**src/ssf_pkg.sv**
```systemverilog
`timescale 1ns / 1ps

package ssf_pkg;

    // Build-time sizes
    localparam int DEF_MAX_SUBS    = 64;
    localparam int DEF_MAX_COLS    = 256;
    localparam int DEF_MAX_CONTRIB = 8;

    // Quarter-wave cosine ROM geometry
    localparam int COS_TABLE_SIZE = 256;
    localparam int COS_N2         = 2 * COS_TABLE_SIZE;
    localparam int PW             = $clog2(COS_N2 + 1);
    localparam int RIW            = $clog2(COS_TABLE_SIZE + 1);
    localparam int ONE_Q16        = 65536;
    localparam logic [63:0] HALF_PI_Q30 = 64'd1686629713;

    // Request kinds
    localparam logic [1:0] REQ_LOAD_CENTER = 2'd0;
    localparam logic [1:0] REQ_LOAD_SAMPLE = 2'd1;
    localparam logic [1:0] REQ_COMPUTE     = 2'd2;
    localparam logic [1:0] REQ_RESERVED    = 2'd3;

    // Register indexes
    localparam logic [2:0] CFG_INV_RANGE   = 3'd0;
    localparam logic [2:0] CFG_HALF_WIDTH  = 3'd1;
    localparam logic [2:0] CFG_BAND_WIDTH  = 3'd2;
    localparam logic [2:0] CFG_CENTER_OFF  = 3'd3;
    localparam logic [2:0] CFG_TAPER_START = 3'd4;
    localparam logic [2:0] CFG_MAX_CONTRIB = 3'd5;
    localparam logic [2:0] CFG_SUBS_USED   = 3'd6;
    localparam logic [2:0] CFG_COLS_USED   = 3'd7;

    // Divider jobs
    localparam logic [1:0] DIV_COL   = 2'd0;
    localparam logic [1:0] DIV_WRAP  = 2'd1;
    localparam logic [1:0] DIV_TAPER = 2'd2;

    typedef logic [16:0] cos_rom_t [0:COS_TABLE_SIZE];

    // Commands from the controller to the datapath
    typedef struct packed {
        logic       capture;
        logic       write_mem;
        logic       div_start;
        logic [1:0] div_mode;
        logic       col_latch;
        logic       mul_latch;
        logic       wrap_latch;
        logic       scan_start;
        logic       scan_step;
        logic       term_dist;
        logic       term_psel;
        logic       term_pdiv;
        logic       term_weight;
        logic       term_mac;
        logic       term_acc;
        logic       out_load;
    } ssf_cmd_t;

    // Status from the datapath to the controller
    typedef struct packed {
        logic [1:0] req_type;
        logic       div_busy;
        logic       band_zero;
        logic       scan_done;
        logic       term_end;
        logic       need_div;
    } ssf_status_t;

    // Series cosine in Q16 of an angle in Q30 radians
    function automatic logic [16:0] cos_q16(input logic [63:0] a);
        logic [63:0] a2;
        logic [63:0] term;
        longint      sum;
        int          k;
        a2   = (a * a) >> 30;
        term = 64'd1 << 30;
        sum  = longint'(term);
        for (k = 1; k <= 10; k++)
        begin
            term = ((term * a2) >> 30) / 64'((2 * k - 1) * (2 * k));
            if ((k % 2) == 1)
                sum = sum - longint'(term);
            else
                sum = sum + longint'(term);
        end
        if (sum < 0)
            sum = 0;
        return 17'((sum + 8192) >>> 14);
    endfunction

    function automatic cos_rom_t build_cos_rom();
        cos_rom_t rom;
        int       j;
        for (j = 0; j <= COS_TABLE_SIZE; j++)
            rom[j] = cos_q16((HALF_PI_Q30 * 64'(j)) / 64'(COS_TABLE_SIZE));
        rom[0] = 17'(ONE_Q16);
        return rom;
    endfunction

endpackage

```
**src/ssf_ctrl.sv**
```systemverilog
`timescale 1ns / 1ps

module ssf_ctrl
    import ssf_pkg::*;
(
    input  logic        clk,
    input  logic        rst_n,
    input  logic        s_tvalid,
    output logic        s_tready,
    output logic        m_tvalid,
    input  logic        m_tready,
    input  ssf_status_t status,
    output ssf_cmd_t    cmd
);

    localparam logic [4:0] S_IDLE   = 5'd0;
    localparam logic [4:0] S_LOAD   = 5'd1;
    localparam logic [4:0] S_MOD    = 5'd2;
    localparam logic [4:0] S_MODW   = 5'd3;
    localparam logic [4:0] S_MUL    = 5'd4;
    localparam logic [4:0] S_WRAP   = 5'd5;
    localparam logic [4:0] S_WRAPW  = 5'd6;
    localparam logic [4:0] S_WFIX   = 5'd7;
    localparam logic [4:0] S_SCAN0  = 5'd8;
    localparam logic [4:0] S_SCAN   = 5'd9;
    localparam logic [4:0] S_TCHECK = 5'd10;
    localparam logic [4:0] S_TDIST  = 5'd11;
    localparam logic [4:0] S_TPSEL  = 5'd12;
    localparam logic [4:0] S_TWAIT  = 5'd13;
    localparam logic [4:0] S_TW     = 5'd14;
    localparam logic [4:0] S_TMAC   = 5'd15;
    localparam logic [4:0] S_TACC   = 5'd16;
    localparam logic [4:0] S_RESP   = 5'd17;

    logic [4:0] state_reg, state_next;
    logic       mvalid_reg, mvalid_next;
    logic       out_free;

    assign s_tready = (state_reg == S_IDLE);
    assign m_tvalid = mvalid_reg;
    assign out_free = !mvalid_reg || m_tready;

    // Sequence one item through the datapath
    always_comb
    begin
        state_next = state_reg;
        cmd        = '0;
        cmd.div_mode = DIV_COL;
        case (state_reg)
            S_IDLE:
            begin
                if (s_tvalid)
                begin
                    cmd.capture = 1'b1;
                    state_next  = S_LOAD;
                end
            end
            S_LOAD:
            begin
                cmd.write_mem = 1'b1;
                if (status.req_type == REQ_COMPUTE)
                    state_next = S_MOD;
                else
                    state_next = S_RESP;
            end
            S_MOD:
            begin
                cmd.div_start = 1'b1;
                cmd.div_mode  = DIV_COL;
                state_next    = S_MODW;
            end
            S_MODW:
            begin
                if (!status.div_busy)
                begin
                    cmd.col_latch = 1'b1;
                    state_next    = S_MUL;
                end
            end
            S_MUL:
            begin
                cmd.mul_latch = 1'b1;
                state_next    = S_WRAP;
            end
            S_WRAP:
            begin
                if (status.band_zero)
                    state_next = S_WFIX;
                else
                begin
                    cmd.div_start = 1'b1;
                    cmd.div_mode  = DIV_WRAP;
                    state_next    = S_WRAPW;
                end
            end
            S_WRAPW:
            begin
                if (!status.div_busy)
                    state_next = S_WFIX;
            end
            S_WFIX:
            begin
                cmd.wrap_latch = 1'b1;
                state_next     = S_SCAN0;
            end
            S_SCAN0:
            begin
                cmd.scan_start = 1'b1;
                state_next     = S_SCAN;
            end
            S_SCAN:
            begin
                cmd.scan_step = 1'b1;
                if (status.scan_done)
                    state_next = S_TCHECK;
            end
            S_TCHECK:
            begin
                if (status.term_end)
                    state_next = S_RESP;
                else
                    state_next = S_TDIST;
            end
            S_TDIST:
            begin
                cmd.term_dist = 1'b1;
                state_next    = S_TPSEL;
            end
            S_TPSEL:
            begin
                cmd.term_psel = 1'b1;
                if (status.need_div)
                begin
                    cmd.div_start = 1'b1;
                    cmd.div_mode  = DIV_TAPER;
                    state_next    = S_TWAIT;
                end
                else
                    state_next = S_TW;
            end
            S_TWAIT:
            begin
                if (!status.div_busy)
                begin
                    cmd.term_pdiv = 1'b1;
                    state_next    = S_TW;
                end
            end
            S_TW:
            begin
                cmd.term_weight = 1'b1;
                state_next      = S_TMAC;
            end
            S_TMAC:
            begin
                cmd.term_mac = 1'b1;
                state_next   = S_TACC;
            end
            S_TACC:
            begin
                cmd.term_acc = 1'b1;
                state_next   = S_TCHECK;
            end
            S_RESP:
            begin
                if (out_free)
                begin
                    cmd.out_load = 1'b1;
                    state_next   = S_IDLE;
                end
            end
            default:
            begin
                state_next = S_IDLE;
            end
        endcase
    end

    // Hold the result until it is taken
    always_comb
    begin
        mvalid_next = mvalid_reg;
        if (m_tready)
            mvalid_next = 1'b0;
        if (cmd.out_load)
            mvalid_next = 1'b1;
    end

    always_ff @(posedge clk or negedge rst_n)
    begin
        if (!rst_n)
        begin
            state_reg  <= S_IDLE;
            mvalid_reg <= 1'b0;
        end
        else
        begin
            state_reg  <= state_next;
            mvalid_reg <= mvalid_next;
        end
    end

endmodule

```
**config.mk**
```make
export PLATFORM = sky130hd
export DESIGN_NAME = ssf_ctrl
export DESIGN_NICKNAME = d
export VERILOG_FILES = /design/src/ssf_pkg.sv /design/src/ssf_ctrl.sv
export SDC_FILE = /design/constraint.sdc
export NUM_CORES = 1
export LEC_CHECK = 0
export ABC_AREA = 0
export BUFFER_PORTS_ARGS = -buffer_cell sky130_fd_sc_hd__buf_2
export CELL_PAD_IN_SITES_DETAIL_PLACEMENT = 0
export CELL_PAD_IN_SITES_GLOBAL_PLACEMENT = 1
export CORE_MARGIN = 10
export CORE_UTILIZATION = 31
export DETAILED_ROUTE_END_ITERATION = 7
export PLACE_DENSITY_LB_ADDON = 0.1
export SLEW_MARGIN = 10
export SYNTH_ARGS = -nofsm -noshare
export SYNTH_HDL_FRONTEND = slang
export SYNTH_SLANG_ARGS = --single-unit
```
**constraint.sdc**
```tcl
create_clock -name clk -period 1.7 [get_ports clk]
set_input_delay 0.255 -clock clk [delete_from_list [all_inputs] [get_ports clk]]
set_output_delay 0.255 -clock clk [all_outputs]
set_load 0.02 [all_outputs]
```
==> flow_metrics.env <==
export IMPL_ir_drop_mv=0.904
export IMPL_nets=150
export IMPL_total_power_mw=2.47
export IMPL_cts_sinks=6
export IMPL_antenna_found_initial=0
export IMPL_io_pins=30
export IMPL_ff2ff_path_depth=7
export IMPL_slowest_stage="dfrtp_1"
export IMPL_wire_per_inst_um=14.9
export IMPL_cpMostUsedCell="buf_6"
export IMPL_fin_cells=164
export IMPL_first_pass_iters=4
export IMPL_async_flop_share_pct=100
export IMPL_cp_depth=6
export IMPL_dieArea_um2=4460
export IMPL_antennaDiodeCount=0
export IMPL_period_minus_slack_ns=1.74
export IMPL_grt_pass1_vias=823
export IMPL_final_common_cell="buf_4"
export IMPL_clock_skew_ns=0.00175
export IMPL_syn_to_final_growth_pct=70.5
export IMPL_leakagePower_nw=0.538
export IMPL_numCtsBuffers=3
export IMPL_path_cells="buf_6, nor2b_4, a32oi_1, nor3_1, or2_4, buf_6"
export IMPL_drv_cap=0
export IMPL_dp_hpwl_um=1850
export IMPL_hold_violations=0
export IMPL_synth_nets=104
export IMPL_crit_family="simple AND/OR/NAND/NOR gates"
export IMPL_groute_usage_overall_pct=10.9
export IMPL_gr_total_overflow=0
export IMPL_cp_required_ns=1.44
export IMPL_syn_avg_cell_area_um2=7.29
export IMPL_arrival_ns=1.49
export IMPL_die_x_um=66.8
export IMPL_final_util_pct=57.2
export IMPL_cts_tree="done"
export IMPL_slew_headroom_pct=74.8
export IMPL_cts_reportedPaths_clkPinSlew_ns=0.04
export IMPL_ant_nets=0
export IMPL_syn_inst=93
export IMPL_syn_cell_area_um2=678
export IMPL_outcome="finished, violations left"
export IMPL_worst_slack_ns=-0.0405
export IMPL_rows=16
export IMPL_grt_max_degree=16
export IMPL_ys_warn_count=0
export IMPL_grt_pass1_wl_um=3860
export IMPL_drcViolationCount=0
export IMPL_yosysSeqAreaShare_pct=22.1
export IMPL_end_kind="primary output"
export IMPL_fmax_mhz=575
export IMPL_critical_path_class="reg2out"
export IMPL_ys_ff_latch=6
export IMPL_drtIter0Drc=18
export IMPL_worstSetupStartpointType="flip-flop"
export IMPL_synth_flop_cell="dfrtp_1"
export IMPL_place_area_um2=923
export IMPL_cp_max_fo=6
export IMPL_clock_path_buffers=2
export IMPL_largest_reg_flops=5
export IMPL_core_um2=2020
export IMPL_drv_slew=0
export IMPL_cts_root_buf="clkbuf_4"
export IMPL_floorplan_initialDensity_pct=33.5
export IMPL_synth_top_area_share_pct=22.1
export IMPL_multiInputGateArea_um2=579
export IMPL_holdCritPathClass="in2reg"
export IMPL_clk_latency_ns=0.24
export IMPL_power_density_nw_per_um2=2130
export IMPL_fp_dieH_um=66.8
export IMPL_drive_above_1_share_pct=54.0
export IMPL_cp_num_buf_inv=2
export IMPL_synth_edf_count=0
export IMPL_stdcell_area_um2=1160
export IMPL_drt_vias_per_instance=5.28
export IMPL_fillers=195
export IMPL_violations="setup timing"
export IMPL_place_ws_ns=0.0522
export IMPL_vias=866
export IMPL_worst_pin_slew_ns=0.377
export IMPL_synth_distinct_cells=38
export IMPL_synth_top_area_cell="dfrtp_1"
export IMPL_io_buffers=29
export IMPL_mostFrequentLayoutCells="25 x buf_4, 16 x buf_2, 11 x nor2_1"
export IMPL_regArea_um2=151
export IMPL_holdPathStages=3
export IMPL_critPathMaxStageDelay_ns=0.40
export IMPL_setup_violations=2
export IMPL_routed_wl_um=2440
export IMPL_finalCritPeriodShare_pct=102
export IMPL_place_congestion=0.776
export IMPL_dpl_cell_count=153
export IMPL_htreeDepth=1
export IMPL_synthTopCellsByArea="dfrtp_1 22%, nor2_1 8.3%, nor3_1 5.9%"
export IMPL_rsz0062_at_grt="yes"
## final timing paths
path                       slack (ns)         start      endpoint
max                             -0.04  state_reg[2]       cmd[14]
min                              0.32      m_tready      m_tvalid
max reg2reg                         0  state_reg[2]  state_reg[1]
max in group asynchronous        1.18         rst_n  state_reg[0]
min reg2reg                      0.52      m_tvalid      m_tvalid
min in group asynchronous        0.37         rst_n  state_reg[4]
## layout make-up
type                    count  share of cell area, %
flip-flops and latches      6                   13.1
clock buffers               3                   1.95
well taps                  27                   2.92
multi-input cells          78                   50.1
repair buffers             49                   31.6
inverters                   1                  0.325
## power breakdown
part | switching (mW) | leakage, nW | total (mW) | internal, mW
Clock | 0.0482 | 0.0138 | 0.128 | 0.0796
Sequential | 0.0810 | 0.0741 | 0.298 | 0.217
Combinational | 1.05 | 0.450 | 2.04 | 0.990
Total | 1.18 | 0.538 | 2.47 | 1.29
## tightest hold or removal path, cell delays in order
cell and delay, ns:
buf_2 0.07, nand2b_1 0.13, nand2_1 0.06
## layer usage
layer | vias to the layer above | track usage (%) | part of all wire (%)
li1 | 425 | - | -
met1 | 402 | 12.5 | 40
met2 | 35 | 18.2 | 49
met3 | 4 | 3.34 | 9.0
met4 | 0 | 4.19 | 1.8
met5 | - | 0 | 0
## kinds of logic (layout without fill, tap and decap cells)
family | Yosys count | count (layout) | synth area share [%]
AND/OR/NAND/NOR | 54 | 54 | 42.4
XOR/XNOR | 1 | 1 | 1.29
flip-flops | 6 | 6 | 22.1
buffers and inverters | 9 | 53 | 7.01
multiplexers | 2 | 2 | 3.14
AO/OA/AOI/OAI | 21 | 21 | 24.0
## cell usage after synthesis, types with 2 or more instances
master,number
a32oi_1,2
dfrtp_1,6
nand2b_1,5
nor3_1,8
nand2_1,6
or2_2,2
o32ai_1,2
nor2_1,15
and2_1,2
a21oi_1,3
a211o_1,2
clkbuf_1,2
nor2b_1,5
o21ai_0,5
nand3_1,2
buf_2,2
buf_4,3
## repair_timing
item	4_1_cts	5_1_grt
gates resized for setup	13	27
buffers inserted	6	2
pin swaps	5	10
hold buffers	1	0
endpoints found under the setup margin	9	15
endpoints found under the hold margin	6	0
## stage by stage
| stage | hold WS, ns | TNS (ns) |
|---|---|---|
| 2_1_floorplan | -0.0406 | 0 |
| 3_3_place_gp | 0.0816 | 0 |
| 3_5_place_dp | 0.0865 | 0 |
| 4_1_cts | 0.315 | -0.136 |
| 5_1_grt | 0.346 | -0.522 |
| 6_report | 0.318 | -0.0475 |
(Power assumes the default switching activity.)
